### src/sv/vrf_pkg.sv
// vrf_pkg: shared types and constants for the video register file block
// holds register offsets, action codes and the result record
// no dependencies
`default_nettype none

package vrf_pkg;

    localparam int NUM_SPRITES_DEF = 8;

    localparam logic [8:0] LINES_PER_FRAME_RST = 9'd312;

    typedef enum logic [1:0]
    {
        ACT_READ  = 2'd0,
        ACT_WRITE = 2'd1,
        ACT_LINE  = 2'd2,
        ACT_NONE  = 2'd3
    } action_t;

    // register offsets
    localparam logic [5:0] ADDR_SPR_LAST  = 6'h0F;
    localparam logic [5:0] ADDR_XPOS_HIGH = 6'h10;
    localparam logic [5:0] ADDR_CTRL_ONE  = 6'h11;
    localparam logic [5:0] ADDR_RASTER    = 6'h12;
    localparam logic [5:0] ADDR_PEN_X     = 6'h13;
    localparam logic [5:0] ADDR_PEN_Y     = 6'h14;
    localparam logic [5:0] ADDR_SPR_EN    = 6'h15;
    localparam logic [5:0] ADDR_CTRL_TWO  = 6'h16;
    localparam logic [5:0] ADDR_SPR_YEXP  = 6'h17;
    localparam logic [5:0] ADDR_MEM_PTR   = 6'h18;
    localparam logic [5:0] ADDR_IRQ_FLAG  = 6'h19;
    localparam logic [5:0] ADDR_IRQ_EN    = 6'h1A;
    localparam logic [5:0] ADDR_SPR_PRIO  = 6'h1B;
    localparam logic [5:0] ADDR_SPR_MC    = 6'h1C;
    localparam logic [5:0] ADDR_SPR_XEXP  = 6'h1D;
    localparam logic [5:0] ADDR_COLL_SS   = 6'h1E;
    localparam logic [5:0] ADDR_COLL_SB   = 6'h1F;
    localparam logic [5:0] ADDR_COL_FIRST = 6'h20;
    localparam logic [5:0] ADDR_COL_LAST  = 6'h2E;

    localparam int NUM_COLOURS = 15;

    localparam logic [7:0] CTRL_TWO_FILL = 8'hC0;
    localparam logic [7:0] MEM_PTR_FILL  = 8'h01;
    localparam logic [7:0] IRQ_FLAG_FILL = 8'h70;
    localparam logic [7:0] IRQ_EN_FILL   = 8'hF0;
    localparam logic [7:0] UNMAPPED_DATA = 8'hFF;

    // border and bad line limits
    localparam logic [9:0] FIRST_LINE_25 = 10'd51;
    localparam logic [9:0] FIRST_LINE_24 = 10'd55;
    localparam logic [9:0] LAST_LINE_25  = 10'd250;
    localparam logic [9:0] LAST_LINE_24  = 10'd246;
    localparam logic [9:0] BAD_LINE_LO   = 10'h030;
    localparam logic [9:0] BAD_LINE_HI   = 10'h0F7;

    typedef struct packed
    {
        logic       vertical_border;
        logic       bad_line_flag;
        logic [8:0] raster_line;
        logic       irq_out;
        logic [7:0] read_data;
    } result_t;

endpackage

`default_nettype wire

### src/sv/video_register_file_raster_irq.sv
// video_register_file_raster_irq: register file and raster interrupt of a video controller
// uses vrf_pkg for offsets, action codes and the result record
// single module, state updated at request accept, results through a two-entry output buffer
`default_nettype none

// One request per clock while s_axis_tready is high. Every request (read, write
// or new raster line) is decoded against the register state in the cycle it is
// accepted; the state and a two-entry output buffer (output register plus skid
// register) update at that edge. The result goes to the output register and is
// offered on m_axis the next cycle, or to the skid register while a result waits,
// so a request can still be taken; s_axis_tready only drops when both entries are
// full. A lines_per_frame write applies from the next line event.
module video_register_file_raster_irq #(
    parameter int NUM_SPRITES = vrf_pkg::NUM_SPRITES_DEF
) (
    input  wire logic        clk,
    input  wire logic        rst_n,

    input  wire logic        cfg_wr_en,
    input  wire logic [8:0]  cfg_wr_data,     // lines_per_frame

    input  wire logic        s_axis_tvalid,
    output logic             s_axis_tready,
    input  wire logic [15:0] s_axis_tdata,    // reg_addr[5:0], write_data[13:6], zero fill
    input  wire logic [1:0]  s_axis_tuser,    // action[1:0]

    output logic             m_axis_tvalid,
    input  wire logic        m_axis_tready,
    output logic [23:0]      m_axis_tdata     // read_data[7:0], irq_out[8], raster_line[17:9],
                                              // bad_line_flag[18], vertical_border[19], zero fill
);

    logic [8:0] lines_per_frame_reg;

    logic [7:0] sprite_x_reg [NUM_SPRITES];
    logic [7:0] sprite_y_reg [NUM_SPRITES];
    logic [7:0] sprite_x_next [NUM_SPRITES];
    logic [7:0] sprite_y_next [NUM_SPRITES];
    logic [3:0] colour_reg [vrf_pkg::NUM_COLOURS];
    logic [3:0] colour_next [vrf_pkg::NUM_COLOURS];

    logic [7:0] xpos_high_reg, xpos_high_next;
    logic [7:0] ctrl_one_reg, ctrl_one_next;
    logic [7:0] ctrl_two_reg, ctrl_two_next;
    logic [7:0] mem_ptr_reg, mem_ptr_next;
    logic [7:0] spr_en_reg, spr_en_next;
    logic [7:0] spr_yexp_reg, spr_yexp_next;
    logic [7:0] spr_prio_reg, spr_prio_next;
    logic [7:0] spr_mc_reg, spr_mc_next;
    logic [7:0] spr_xexp_reg, spr_xexp_next;
    logic [3:0] irq_flag_reg, irq_flag_next;
    logic [3:0] irq_en_reg, irq_en_next;
    logic [8:0] raster_cmp_reg, raster_cmp_next;
    logic       protect_reg, protect_next;
    logic [8:0] line_reg, line_next;
    logic       border_reg, border_next;
    logic       bad_line_reg, bad_line_next;

    vrf_pkg::result_t out_reg, skid_reg, result;
    logic             out_valid_reg, skid_valid_reg;

    vrf_pkg::action_t action;
    logic [5:0]       addr;
    logic [7:0]       wdata;
    logic             accept;
    logic             take;
    logic [7:0]       rdata;
    logic             irq_now;
    logic [9:0]       next_line;
    logic [9:0]       border_top_line;
    logic [9:0]       border_bottom_line;

    assign action = vrf_pkg::action_t'(s_axis_tuser);
    assign addr   = s_axis_tdata[5:0];
    assign wdata  = s_axis_tdata[13:6];

    assign s_axis_tready = !skid_valid_reg;
    assign accept        = s_axis_tvalid && s_axis_tready;
    assign take          = out_valid_reg && m_axis_tready;

    assign m_axis_tvalid = out_valid_reg;
    assign m_axis_tdata  = {4'b0000, out_reg};

    assign irq_now            = |(irq_flag_reg & irq_en_reg);
    assign next_line          = {1'b0, line_reg} + 10'd1;
    assign border_top_line    = ctrl_one_reg[3] ? vrf_pkg::FIRST_LINE_25
                                                : vrf_pkg::FIRST_LINE_24;
    assign border_bottom_line = ctrl_one_reg[3] ? vrf_pkg::LAST_LINE_25
                                                : vrf_pkg::LAST_LINE_24;

    // read path
    always_comb
    begin
        rdata = vrf_pkg::UNMAPPED_DATA;
        if (addr <= vrf_pkg::ADDR_SPR_LAST)
        begin
            for (int i = 0; i < NUM_SPRITES; i++)
            begin
                if (addr[3:1] == 3'(i))
                begin
                    rdata = addr[0] ? sprite_y_reg[i] : sprite_x_reg[i];
                end
            end
        end
        else if (addr inside {[vrf_pkg::ADDR_COL_FIRST:vrf_pkg::ADDR_COL_LAST]})
        begin
            for (int i = 0; i < vrf_pkg::NUM_COLOURS; i++)
            begin
                if (addr[3:0] == 4'(i))
                begin
                    rdata = {4'b0000, colour_reg[i]};
                end
            end
        end
        else
        begin
            case (addr)
                vrf_pkg::ADDR_XPOS_HIGH: rdata = xpos_high_reg;
                vrf_pkg::ADDR_CTRL_ONE:  rdata = ctrl_one_reg;
                vrf_pkg::ADDR_RASTER:    rdata = line_reg[7:0];
                vrf_pkg::ADDR_PEN_X,
                vrf_pkg::ADDR_PEN_Y,
                vrf_pkg::ADDR_COLL_SS,
                vrf_pkg::ADDR_COLL_SB:   rdata = 8'h00;
                vrf_pkg::ADDR_SPR_EN:    rdata = spr_en_reg;
                vrf_pkg::ADDR_CTRL_TWO:  rdata = ctrl_two_reg | vrf_pkg::CTRL_TWO_FILL;
                vrf_pkg::ADDR_SPR_YEXP:  rdata = spr_yexp_reg;
                vrf_pkg::ADDR_MEM_PTR:   rdata = mem_ptr_reg | vrf_pkg::MEM_PTR_FILL;
                vrf_pkg::ADDR_IRQ_FLAG:  rdata = {irq_now, 3'b000, irq_flag_reg}
                                                 | vrf_pkg::IRQ_FLAG_FILL;
                vrf_pkg::ADDR_IRQ_EN:    rdata = {4'b0000, irq_en_reg} | vrf_pkg::IRQ_EN_FILL;
                vrf_pkg::ADDR_SPR_PRIO:  rdata = spr_prio_reg;
                vrf_pkg::ADDR_SPR_MC:    rdata = spr_mc_reg;
                vrf_pkg::ADDR_SPR_XEXP:  rdata = spr_xexp_reg;
                default:                 rdata = vrf_pkg::UNMAPPED_DATA;
            endcase
        end
    end

    // state update for one request
    always_comb
    begin
        sprite_x_next   = sprite_x_reg;
        sprite_y_next   = sprite_y_reg;
        colour_next     = colour_reg;
        xpos_high_next  = xpos_high_reg;
        ctrl_one_next   = ctrl_one_reg;
        ctrl_two_next   = ctrl_two_reg;
        mem_ptr_next    = mem_ptr_reg;
        spr_en_next     = spr_en_reg;
        spr_yexp_next   = spr_yexp_reg;
        spr_prio_next   = spr_prio_reg;
        spr_mc_next     = spr_mc_reg;
        spr_xexp_next   = spr_xexp_reg;
        irq_flag_next   = irq_flag_reg;
        irq_en_next     = irq_en_reg;
        raster_cmp_next = raster_cmp_reg;
        protect_next    = protect_reg;
        line_next       = line_reg;
        border_next     = border_reg;
        bad_line_next   = bad_line_reg;

        case (action)
            vrf_pkg::ACT_WRITE:
            begin
                if (addr <= vrf_pkg::ADDR_SPR_LAST)
                begin
                    for (int i = 0; i < NUM_SPRITES; i++)
                    begin
                        if (addr[3:1] == 3'(i))
                        begin
                            if (addr[0])
                            begin
                                sprite_y_next[i] = wdata;
                            end
                            else
                            begin
                                sprite_x_next[i] = wdata;
                            end
                        end
                    end
                end
                else if (addr inside {[vrf_pkg::ADDR_COL_FIRST:vrf_pkg::ADDR_COL_LAST]})
                begin
                    for (int i = 0; i < vrf_pkg::NUM_COLOURS; i++)
                    begin
                        if (addr[3:0] == 4'(i))
                        begin
                            colour_next[i] = wdata[3:0];
                        end
                    end
                end
                else
                begin
                    case (addr)
                        vrf_pkg::ADDR_XPOS_HIGH: xpos_high_next = wdata;
                        vrf_pkg::ADDR_CTRL_ONE:
                        begin
                            ctrl_one_next      = wdata;
                            raster_cmp_next[8] = wdata[7];
                        end
                        vrf_pkg::ADDR_RASTER:    raster_cmp_next[7:0] = wdata;
                        vrf_pkg::ADDR_SPR_EN:    spr_en_next = wdata;
                        vrf_pkg::ADDR_CTRL_TWO:  ctrl_two_next = wdata;
                        vrf_pkg::ADDR_SPR_YEXP:  spr_yexp_next = wdata;
                        vrf_pkg::ADDR_MEM_PTR:   mem_ptr_next = wdata;
                        vrf_pkg::ADDR_IRQ_FLAG:  irq_flag_next = wdata[3:0];
                        vrf_pkg::ADDR_IRQ_EN:    irq_en_next = wdata[3:0];
                        vrf_pkg::ADDR_SPR_PRIO:  spr_prio_next = wdata;
                        vrf_pkg::ADDR_SPR_MC:    spr_mc_next = wdata;
                        vrf_pkg::ADDR_SPR_XEXP:  spr_xexp_next = wdata;
                        vrf_pkg::ADDR_COLL_SS:   irq_flag_next[1] = 1'b0;
                        vrf_pkg::ADDR_COLL_SB:   irq_flag_next[2] = 1'b0;
                        default:                 ;
                    endcase
                    // compare check after a compare value write
                    if ((addr == vrf_pkg::ADDR_CTRL_ONE || addr == vrf_pkg::ADDR_RASTER)
                        && !protect_reg && !irq_flag_reg[0] && raster_cmp_next == line_reg)
                    begin
                        irq_flag_next[0] = 1'b1;
                        protect_next     = 1'b1;
                    end
                end
            end
            vrf_pkg::ACT_LINE:
            begin
                protect_next = irq_flag_reg[0];
                if (!irq_flag_reg[0] && {1'b0, raster_cmp_reg} == next_line)
                begin
                    irq_flag_next[0] = 1'b1;
                    protect_next     = 1'b1;
                end
                if (next_line == border_top_line && ctrl_one_reg[4])
                begin
                    border_next = 1'b0;
                end
                if (next_line == border_bottom_line)
                begin
                    border_next = 1'b1;
                end
                bad_line_next = (next_line >= vrf_pkg::BAD_LINE_LO)
                                && (next_line <= vrf_pkg::BAD_LINE_HI)
                                && (next_line[2:0] == ctrl_one_reg[2:0]);
                if (next_line >= {1'b0, lines_per_frame_reg})
                begin
                    line_next = 9'd0;
                end
                else
                begin
                    line_next = next_line[8:0];
                end
            end
            default:
            begin
            end
        endcase
    end

    always_comb
    begin
        result.read_data       = (action == vrf_pkg::ACT_READ) ? rdata : 8'h00;
        result.irq_out         = |(irq_flag_next & irq_en_next);
        result.raster_line     = line_next;
        result.bad_line_flag   = bad_line_next;
        result.vertical_border = border_next;
    end

    // control state
    always_ff @(posedge clk or negedge rst_n)
    begin
        if (!rst_n)
        begin
            lines_per_frame_reg <= vrf_pkg::LINES_PER_FRAME_RST;
            for (int i = 0; i < NUM_SPRITES; i++)
            begin
                sprite_x_reg[i] <= 8'h00;
                sprite_y_reg[i] <= 8'h00;
            end
            for (int i = 0; i < vrf_pkg::NUM_COLOURS; i++)
            begin
                colour_reg[i] <= 4'h0;
            end
            xpos_high_reg  <= 8'h00;
            ctrl_one_reg   <= 8'h00;
            ctrl_two_reg   <= 8'h00;
            mem_ptr_reg    <= 8'h00;
            spr_en_reg     <= 8'h00;
            spr_yexp_reg   <= 8'h00;
            spr_prio_reg   <= 8'h00;
            spr_mc_reg     <= 8'h00;
            spr_xexp_reg   <= 8'h00;
            irq_flag_reg   <= 4'h0;
            irq_en_reg     <= 4'h0;
            raster_cmp_reg <= 9'd0;
            protect_reg    <= 1'b0;
            line_reg       <= 9'd0;
            border_reg     <= 1'b0;
            bad_line_reg   <= 1'b0;
            out_valid_reg  <= 1'b0;
            skid_valid_reg <= 1'b0;
        end
        else
        begin
            if (cfg_wr_en)
            begin
                lines_per_frame_reg <= cfg_wr_data;
            end
            if (accept)
            begin
                sprite_x_reg   <= sprite_x_next;
                sprite_y_reg   <= sprite_y_next;
                colour_reg     <= colour_next;
                xpos_high_reg  <= xpos_high_next;
                ctrl_one_reg   <= ctrl_one_next;
                ctrl_two_reg   <= ctrl_two_next;
                mem_ptr_reg    <= mem_ptr_next;
                spr_en_reg     <= spr_en_next;
                spr_yexp_reg   <= spr_yexp_next;
                spr_prio_reg   <= spr_prio_next;
                spr_mc_reg     <= spr_mc_next;
                spr_xexp_reg   <= spr_xexp_next;
                irq_flag_reg   <= irq_flag_next;
                irq_en_reg     <= irq_en_next;
                raster_cmp_reg <= raster_cmp_next;
                protect_reg    <= protect_next;
                line_reg       <= line_next;
                border_reg     <= border_next;
                bad_line_reg   <= bad_line_next;
            end
            // output buffer occupancy
            if (take)
            begin
                if (skid_valid_reg)
                begin
                    skid_valid_reg <= 1'b0;
                end
                else
                begin
                    out_valid_reg <= accept;
                end
            end
            else if (accept)
            begin
                if (out_valid_reg)
                begin
                    skid_valid_reg <= 1'b1;
                end
                else
                begin
                    out_valid_reg <= 1'b1;
                end
            end
        end
    end

    // output buffer payload
    always_ff @(posedge clk)
    begin
        if (take)
        begin
            if (skid_valid_reg)
            begin
                out_reg <= skid_reg;
            end
            else if (accept)
            begin
                out_reg <= result;
            end
        end
        else if (accept)
        begin
            if (out_valid_reg)
            begin
                skid_reg <= result;
            end
            else
            begin
                out_reg <= result;
            end
        end
    end

endmodule

`default_nettype wire

### config.mk
export PLATFORM = sky130hd
export DESIGN_NAME = video_register_file_raster_irq
export DESIGN_NICKNAME = d
export VERILOG_FILES = /design/src/sv/vrf_pkg.sv /design/src/sv/video_register_file_raster_irq.sv
export SDC_FILE = /design/constraint.sdc
export NUM_CORES = 1
export LEC_CHECK = 0
export ABC_AREA = 1
export CORE_UTILIZATION = 60
export CTS_CLUSTER_SIZE = 10
export DETAILED_ROUTE_END_ITERATION = 8
export DONT_BUFFER_PORTS = 1
export PLACE_DENSITY = 0.76
export SLEW_MARGIN = 20
export SYNTH_ARGS = -nofsm -noshare
export SYNTH_HDL_FRONTEND = slang
export SYNTH_SLANG_ARGS = --single-unit
### constraint.sdc
create_clock -name clk -period 3.4 [get_ports clk]
set_clock_uncertainty 0.1 [all_clocks]
set_input_delay 0.51 -clock clk [delete_from_list [all_inputs] [get_ports clk]]
set_output_delay 0.51 -clock clk [all_outputs]
set_load 0.01 [all_outputs]
Word-level counts from Yosys, hierarchy flattened
Cells that the tools add are included.
Widths: inputs -> output; s select.

operators by class
  bitwise gates (word level) = 6
  reduce and logical (&&, ||, !) cells = 70
  shifts and indexed selects = 0
  div/mod/pow operators = 0
  eq/ne operators = 49
  $add $sub $neg = 1
  multiply operators = 0
  muxes and demuxes = 80
  order comparisons = 6

operators by type and width
  cell                  count
  $mux 8                38
  $reduce_and 5->1      41
  $pmux 8 s13           1
  $mux 20               5
  $eq 6x5->1 const B    16
  $eq 4x4->1 const B    7
  $mux 4                7
  $mux 1                21
  $mux 9                2
  $eq 4x3->1 const B    4
  $eq 3x3->1 const B    4
  $reduce_or 4->1       3
  $add 9x1->10 const B  1
  $eq 10x6->1           1
  $eq 10x8->1           1
  $eq 9x10->1           1
  $ge 10x6->1 const B   1
  $ge 10x9->1           1
  $le 10x8->1 const B   1
  $logic_and 1x1->1     10
  $eq 9x9->1            1
  $and 4x4->4           2
  $eq 4x2->1 const B    2
  $ne 2x2->1 const B    4
  other kinds (22)      37

storage, ports and cells
  input port bits = 32
  output and inout bits = 26
  ROM bits = 0
  bits in latches = 0
  memories kept = 0
  bits in writable memories = 0
  register bits after elaboration = 338
  word-level logic and storage cells = 272

Depth between registers and ports, before layout
Gate-level depths: netlist (run 1).

  depth after elaboration = 22
  gate-level depth with buffers = 20
  gate-level depth less buffers = 19

Worst setup path after synthesis (run 1)
No wires, ideal clock.

  path kind = reg-to-reg
  from = register line_reg[0]
  to = register out_reg (netlist bit m_axis_tdata[9]) (data pin)
  path buffers = 1
  clock period less this slack = 2.773 ns
  arrival time = 2.544 ns
  stages on the path, launching flop included = 18
  data required time = 3.172 ns
  slack = 0.627 ns
  library setup time = 0.128 ns
  path through = dfrtp_1 > buf_2 > clkinv_1 > o21ai_0 > nand2_1 > inv_1 > ha_1 > a21oi_1 > nor2_1 > nor2_1 > o211ai_1 > nand3_1 > a21boi_0 > nor3_2 > nand3_1 > o21ai_0 > o21bai_1 > inv_1

between the ends
  word-level cells in the longest chain between the ends = 7
  elaborated cells on any way between the ends = 9
  classes of those cells = add/sub: 1; order compare: 1; mux: 7

RTL lines
  element                     line                                                                          text
  start, declared             video_register_file_raster_irq.sv:55                                          logic [8:0] line_reg, line_next;
  start signal, assigned      video_register_file_raster_irq.sv:326                                         line_reg <= line_next;
  $add 9x1->10                video_register_file_raster_irq.sv:85                                          assign next_line = {1'b0, line_reg} + 10'd1;
  $ge 10x9->1                 video_register_file_raster_irq.sv:244                                         if (next_line >= {1'b0, lines_per_frame_reg})
  $mux 9                      video_register_file_raster_irq.sv:244
  $mux 9 *                    video_register_file_raster_irq.sv:163                                         case (action)
  net line_next[0]            video_register_file_raster_irq.sv:55
  $mux 20 (on tied branches)  video_register_file_raster_irq.sv:372, video_register_file_raster_irq.sv:365
  $mux 20 (on tied branches)  video_register_file_raster_irq.sv:370, video_register_file_raster_irq.sv:361
  $mux 20 *                   video_register_file_raster_irq.sv:359                                         if (take)
  end signal, assigned        video_register_file_raster_irq.sv:363                                         out_reg <= skid_reg;
  end signal, assigned        video_register_file_raster_irq.sv:367                                         out_reg <= result;
  end signal, assigned        video_register_file_raster_irq.sv:378                                         out_reg <= result;
  end, declared               video_register_file_raster_irq.sv:59                                          vrf_pkg::result_t out_reg, skid_reg, result;

The timed path passes the listed nets; every way through them passes the cells marked *. The select of a mux whose other input is x is not followed.
A chain may end at the register's enable or synchronous reset.

Final worst setup path (run 1)
  from = register line_reg[0]
  to = register line_reg[5]

between the ends
  word-level cells in the longest chain between the ends = 4

RTL lines
  element           line
  $add 9x1->10 *    video_register_file_raster_irq.sv:85
  $ge 10x9->1       video_register_file_raster_irq.sv:244
  $mux 9 *          video_register_file_raster_irq.sv:244
  $mux 9 *          video_register_file_raster_irq.sv:163
  net line_next[5]  video_register_file_raster_irq.sv:55

The timed path passes the listed nets; every way through them passes the cells marked *.

==> reports/qor.csv, run 1 <==
metric,value,unit
cts_hold_buf,1,
die_h,165,um
finalCriticalPeriod,3030,ps
p_per_area,617,nW/um^2
synth_edf_count,40,
synth_seq_cells,337,
finalWorstSetupSlack,367,ps
avgRoutedWirePerCell,20.1,um
rows,59,
hp-class,in -> async,
totalPowerFinal,10.8,mW
vias,13500,
num_io_pins,58,
final_antenna_net_count,0,
coreArea,26100,sq um
multi_input_area,6460,sq um
fill_cells,2113,
track_usage,34.2,%
vias_per_cell,6.04,
slew_headroom,36.6,%
worst_ep_arrival_time,3370,ps
worst_setup_path_end_kind,flip-flop,
vdd_drop_max,0.000675,V
cts_tree,built,
fmax,330,MHz
htreeDepth,2,
grt_max_degree,298,
grt_pass1_vias,12900,
violations,negative hold slack,
period_share,89.2,%
syn-cell-area,16000,sq um
seq_area_frac_synth,54.1,%
highest_layer,met4,
root_buffer,clkbuf_16,
status,"finished, violations left",
grt-ovfl-total,0,
drc_errors,0,
met1_length,18.2,mm
wl_met2,21.7,mm
layout_common_cells,"nand2_1 (503), o21ai_0 (351), dfrtp_1 (291)",
drv_cap,0,
insertion_delay,540,ps
startpoint_type,flip-flop,
hold_violations,297,
wl,45.0,mm
finalSetupViolCount,0,
place_congestion,0.949,
tritoncts.num_buffers,40,
ys_warn_count,0,
finalMaxSlewViolations,0,
worstPathRequired,3740,ps
worst-path-max-fanout,6,
cts_max_path_buffers,3,
pre_cts_slack,142,ps
io_buffer_count,0,
yosysUniqueCellTypes,56,
layout-drive-gt1-share,8.25,%
start_util,61.3,%
whs,-408,ps
dr.pass1.iters,5,
seqCellArea,8640,sq um
clk_pin_slew,60,ps
dieArea,27300,sq um
grt_pass1_wl,70.8,mm
worstSetupPathType,reg -> reg,
avgSynthCellArea,8.44,sq um
clock-sinks,337,
ys.flop_type,dfrtp_1,
setup_tns,0,ps
leakage,8.06,nW
drt-initial-drc-count,1340,
die_w,165,um
grt_antenna_before_repair,0,
wl_met3,3.16,mm
hpwl,30.0,mm
synthArstFlopShare,88.1,%
syn_to_final_growth,9.61,%
fin_nets,1935,
final_common_cell,nand2_1,
worst_pin_slew,950,ps
synthCells,1892,
[cells by family after synthesis]
logic type	Yosys count	synth area share [%]
AND/OR/NAND/NOR	814	21.4
buffers and inverters	235	6.04
XOR/XNOR	4	0.219
flip-flops	337	54.1
AO/OA/AOI/OAI	483	16.9
other	1	0.0235
multiplexers	3	0.204
adder cells (fa/ha/maj)	15	1.18
[layer usage]
layer	up-vias	GRT usage [%]
met5	-	0
met4	0	15.3
met3	121	5.57
met2	557	56.0
met1	6527	44.9
li1	6307	-
[timing repair]
| item | 4_1_cts | 5_1_grt |
|---|---|---|
| endpoints found under the setup margin | 0 | 27 |
| setup buffers | 0 | 2 |
| endpoints found under the hold margin | 303 | 297 |
| resized for setup | 0 | 25 |
[per-stage QoR]
stage / std cells / cell area, sq um / util (%)
6_report: 2238 / 17500 / 67.2
5_1_grt: 2237 / 17500 / 67.2
4_1_cts: 2234 / 17400 / 66.8
3_5_place_dp: 2177 / 16300 / 62.4
3_3_place_gp: 2177 / 16300 / 62.4
2_1_floorplan: 1895 / 16000 / -
[where the power goes]
part | switching (mW) | internal [mW] | total (mW)
Combinational | 1.37 | 0.680 | 2.05
Clock | 1.58 | 2.23 | 3.81
Sequential | 0.332 | 4.60 | 4.94
[final timing paths]
kind                       slack (ps)                     end  depth (start not counted)           start
max reg2reg                       370             line_reg[5]                         18     line_reg[0]
max                               370             line_reg[5]                         18     line_reg[0]
min                              -410  lines_per_frame_reg[7]                          0           rst_n
min in group clk                   10  lines_per_frame_reg[3]                          2       cfg_wr_en
max in group asynchronous        2960             line_reg[3]                          0           rst_n
min reg2reg                       380          colour_reg[25]                          2  colour_reg[25]
[layout make-up]
type / instances / area share [%]
Sequential cell: 337 / 49.4
Multi-Input combinational cell: 1324 / 36.9
Antenna cell: 1 / 0.0143
Inverter: 143 / 3.09
Clock buffer: 54 / 6.26
Timing Repair Buffer: 42 / 1.82
Tap cell: 335 / 2.39
Clock inverter: 2 / 0.164
[cell usage after synthesis (3+ instances only)]
cell | instances | area share, %
nand2_1 | 504 | 12
o21ai_0 | 359 | 11
dfrtp_1 | 293 | 46
nor2_1 | 137 | 3.2
inv_1 | 130 | 3.1
nand3_1 | 87 | 2.7
clkbuf_1 | 60 | 1.4
edfxtp_1 | 40 | 7.5
a21oi_1 | 30 | 0.94
nand4_1 | 26 | 1.0
o22ai_1 | 23 | 0.90
a221oi_1 | 18 | 0.99
buf_2 | 18 | 0.56
nor3_1 | 17 | 0.53
or2_2 | 17 | 0.67
ha_1 | 15 | 1.2
o21bai_1 | 9 | 0.42
o22a_1 | 9 | 0.49
o221ai_1 | 8 | 0.44
clkinv_1 | 7 | 0.16
buf_4 | 6 | 0.28
inv_2 | 6 | 0.14
o21ai_2 | 6 | 0.33
buf_6 | 5 | 0.35
nand2_2 | 5 | 0.20
nand2_4 | 5 | 0.35
dfstp_2 | 4 | 0.66
nor2_4 | 4 | 0.28
nor4_1 | 4 | 0.16
buf_1 | 3 | 0.071
o2111ai_1 | 3 | 0.16
xor2_1 | 3 | 0.16
[critical path, stage by stage (launching register included)]
cell and delay [ps]:
dfrtp_1 360, buf_4 140, clkinvlp_4 140, o21ai_1 230, nand2_1 130, inv_1 100
ha_1 260, a21oi_1 150, nor2_1 50, nor2_1 90, o211ai_1 120, nand3_1 160
a21boi_4 100, nor3_4 280, nand3_1 100, o21ai_0 140, buf_4 180, nand2_1 40
o21ai_0 100
No activity file was read; power rests on OpenSTA's default activity.
==> run 2: changes to the inputs <==
Settings changed: ABC_AREA 1 to default, CAP_MARGIN from default to 40, TNS_END_PERCENT from default to 20.
==> run 2 against run 1 <==
- the flow still finishes with violations (negative hold slack)
- hold slack got worse by 33 ps
- area after synthesis is 6.4% higher
- design area grew 6.3%
- via count decreased by 5.4%
- routed wire length grew 5.8%
- sequential share of layout area is 2.9 points lower
- combinational power fell by 6%
- first-iteration DRC count rose by 13%
- sequential cell count did not move
- register-to-register slack got worse by 99 ps
- synthesized cell count down 22%
- highest routed layer unchanged
==> reports/qor.csv, run 2 <==
metric,value,unit,change
final_antenna_net_count,0,,unchanged
synth.most_common_cell,dfrtp_1,,
grt-ovfl-total,0,,unchanged
synthCells,1483,,-22%
vdd_drop_max,0.000456,V,-32%
slew_headroom,37.5,%,+0.97 points
worstPathRequired,3660,ps,-80 ps
status,"finished, violations left",,
cts_tree,built,,
dr.pass1.iters,8,,+3
tritoncts.num_buffers,39,,-2.5%
synth_seq_cells,337,,unchanged
hpwl,31.2,mm,+4.2%
synth_top_family_by_area,multiplexers,,
yosysUniqueCellTypes,94,,+68%
leakage,8.48,nW,+5.3%
synthArstFlopShare,88.1,%,unchanged
hp-class,in -> async,,
synth_top_area_share,43.1,%,-2.8 points
drt-initial-drc-count,1513,,+13%
synthTopCellsByArea,"dfrtp_1 (43%), mux2_2 (17%), edfxtp_1 (7.1%)",,
period_share,92.1,%,+2.9 points
fmax,319,MHz,-3.1%
dieArea,29000,sq um,+6.3%
synth_adder_area_share,1.10,%,-0.071 points
top_usage_layer,met2,,
seq_area_frac_synth,50.8,%,-3.3 points
place_congestion,0.961,,+1.3%
violations,negative hold slack,,
p_switching,3.05,mW,-7.3%
cts_max_path_buffers,3,,unchanged
worst_pin_slew,937,ps,-13.6 ps
hold_violations,293,,-1.3%
ys_warn_count,0,,unchanged
avgRoutedWirePerCell,25.2,um,+26%
synth_edf_count,40,,unchanged
worst_setup_path_end_kind,flip-flop,,
drv_cap,0,,unchanged
rows,61,,+3.4%
clock-sinks,337,,unchanged
grtUsageMet3,9.07,%,+3.5 points
fill_cells,2032,,-3.8%
die_h,170,um,+3.1%
syn_to_final_growth,9.45,%,
grt_max_degree,298,,unchanged
insertion_delay,540,ps,about the same
final_common_cell,dfrtp_1,,
finalSetupViolCount,0,,unchanged
start_util,61.0,%,-0.27 points
cts_hold_buf,10,,+9
finalMaxSlewViolations,0,,unchanged
num_io_pins,58,,unchanged
use_met2,49.6,%,-6.3 points
synth_compound_area_share,12.6,%,-4.3 points
post_cts_buffers,0,,unchanged
diodes,0,,-1
startpoint_type,flip-flop,,
worst-path-max-fanout,22,,+16
muxShareOfSynthArea,19.3,%,+19 points
power.share.clock,35.4,%,about the same
root_buffer,clkbuf_16,,
die_w,170,um,+3.1%
layout-drive-gt1-share,26.8,%,+19 points
grt_antenna_before_repair,0,,unchanged
vias_per_cell,6.77,,+12%
yosys-top-cells-count,"dfrtp_1 (293), mux2_2 (251), nand2_1 (132)",,
htreeDepth,2,,unchanged
finalCriticalPeriod,3130,ps,+98.6 ps
pwr-share-comb,18.4,%,-0.6 points
track_usage,33.5,%,-0.73 points
wl,47.6,mm,+5.8%
layout_common_cells,"dfrtp_1 (293), mux2_2 (251), nand2_1 (132)",,
clk_pin_slew,60,ps,about the same
worstSetupPathType,reg -> reg,,
synth_area_leader_cell,dfrtp_1,,
whs,-442,ps,-33.0 ps
synthXorXnorAreaFrac,1.39,%,+1.2 points
grt_pass1_vias,12700,,-1.7%
rsz0062_at_grt,false,,
io_buffer_count,0,,unchanged
p_per_area,561,nW/um^2,-9.0%
avgSynthCellArea,11.5,sq um,+36%
seqPwrFrac,46.2,%,+0.5 points
internal_power,7.39,mW,-1.6%
worst_ep_arrival_time,3400,ps,+30 ps
synth-simple-area-share,10.9,%,-10 points
switching_share,29.2,%,-1.2 points
syn-cell-area,17000,sq um,+6.4%
vias,12800,,-5.4%
grt_pass1_wl,73.3,mm,+3.5%
fin_nets,1544,,-20%
totalPowerFinal,10.4,mW,-3.3%
drc_errors,0,,unchanged
setup_tns,0,ps,unchanged
use_met1,45.9,%,+0.96 points
ys.flop_type,dfrtp_1,,
coreArea,27900,sq um,+6.9%
run 2: cell count changes after synthesis, sizes merged, moves of 39 or more:
cell   delta
mux2    +249
nor2     -66
nand3    -52
o21ai   -268
inv     -100
nand2   -381
mux2i    +39
run 2: layout make-up:
class                      count  area (sq um)  share of cell area [%]
inverter                      36           135                   0.726
tap                          378           473                    2.54
timing repair buffer          72           566                    3.04
multi-input combinational   1011          7720                    41.5
sequential                   337          8640                    46.4
clock buffer                  48          1010                    5.43
clock inverter                 4          53.8                   0.289
run 2: repair_timing:
| item | CTS | global route |
|---|---|---|
| setup endpoints to repair | 0 | 2 |
| hold endpoints to repair | 307 | 297 |
| resized for setup | 0 | 2 |
run 2: final timing paths:
path,from,endpoint,slack [ps],depth (start not counted)
max in group asynchronous,rst_n,sprite_y_reg[48],2860,0
setup / recovery,line_reg[2],m_axis_tdata[11],270,11
min in group clk,cfg_wr_en,lines_per_frame_reg[2],10,2
setup reg to reg,line_reg[2],m_axis_tdata[11],270,11
hold / removal,rst_n,colour_reg[46],-440,0
hold reg to reg,xpos_high_reg[7],xpos_high_reg[7],380,2
run 2: stage by stage:
stage / setup WS (ps) / instance area (sq um) / cells / util [%]
after floorplan: 170 / 17000 / 1486 / -
after global placement: 306 / 17400 / 1824 / 62.6
after detailed placement: 258 / 17400 / 1824 / 62.6
after CTS: 221 / 18600 / 1886 / 66.7
after global routing: 62.8 / 18600 / 1886 / 66.8
final: 268 / 18600 / 1886 / 66.8
run 2: layer usage:
| layer | vias up | part of all wire [%] |
|---|---|---|
| met5 | - | 0 |
| met4 | 0 | 4.4 |
| met3 | 165 | 11 |
| met2 | 726 | 44 |
| met1 | 6409 | 41 |
| li1 | 5477 | - |
run 2: power groups by stage:
stage                     Sequential, mW  Clock [mW]  Combinational (mW)
final                               4.82        3.70                1.92
after global routing                4.87        3.85                2.08
after CTS                           4.82        3.72                1.88
after detailed placement            4.88           0                1.85
after global placement              4.86           0                1.80
after floorplan                     4.78           0                1.45
run 2: worst max-delay path: stages, from the launching register on:
cell and delay [ps]:
dfrtp_1 490, and3_2 310, a21oi_1 100, or2_2 280
ha_1 310, a21o_1 190, a21oi_1 140, o211ai_1 120
a31oi_2 190, buf_4 270, nand4b_1 200, a41oi_1 250
run 2: cell families (layout without fill, tap and decap cells):
logic type,after synthesis,count (layout)
AOI/OAI and AO/OA,318,318
DFF,337,337
adders and majority gates,15,15
muxes,293,293
and+or+nand+nor,358,358
buffers and inverters,138,160
xor gates and xnor gates,23,23
other,1,4
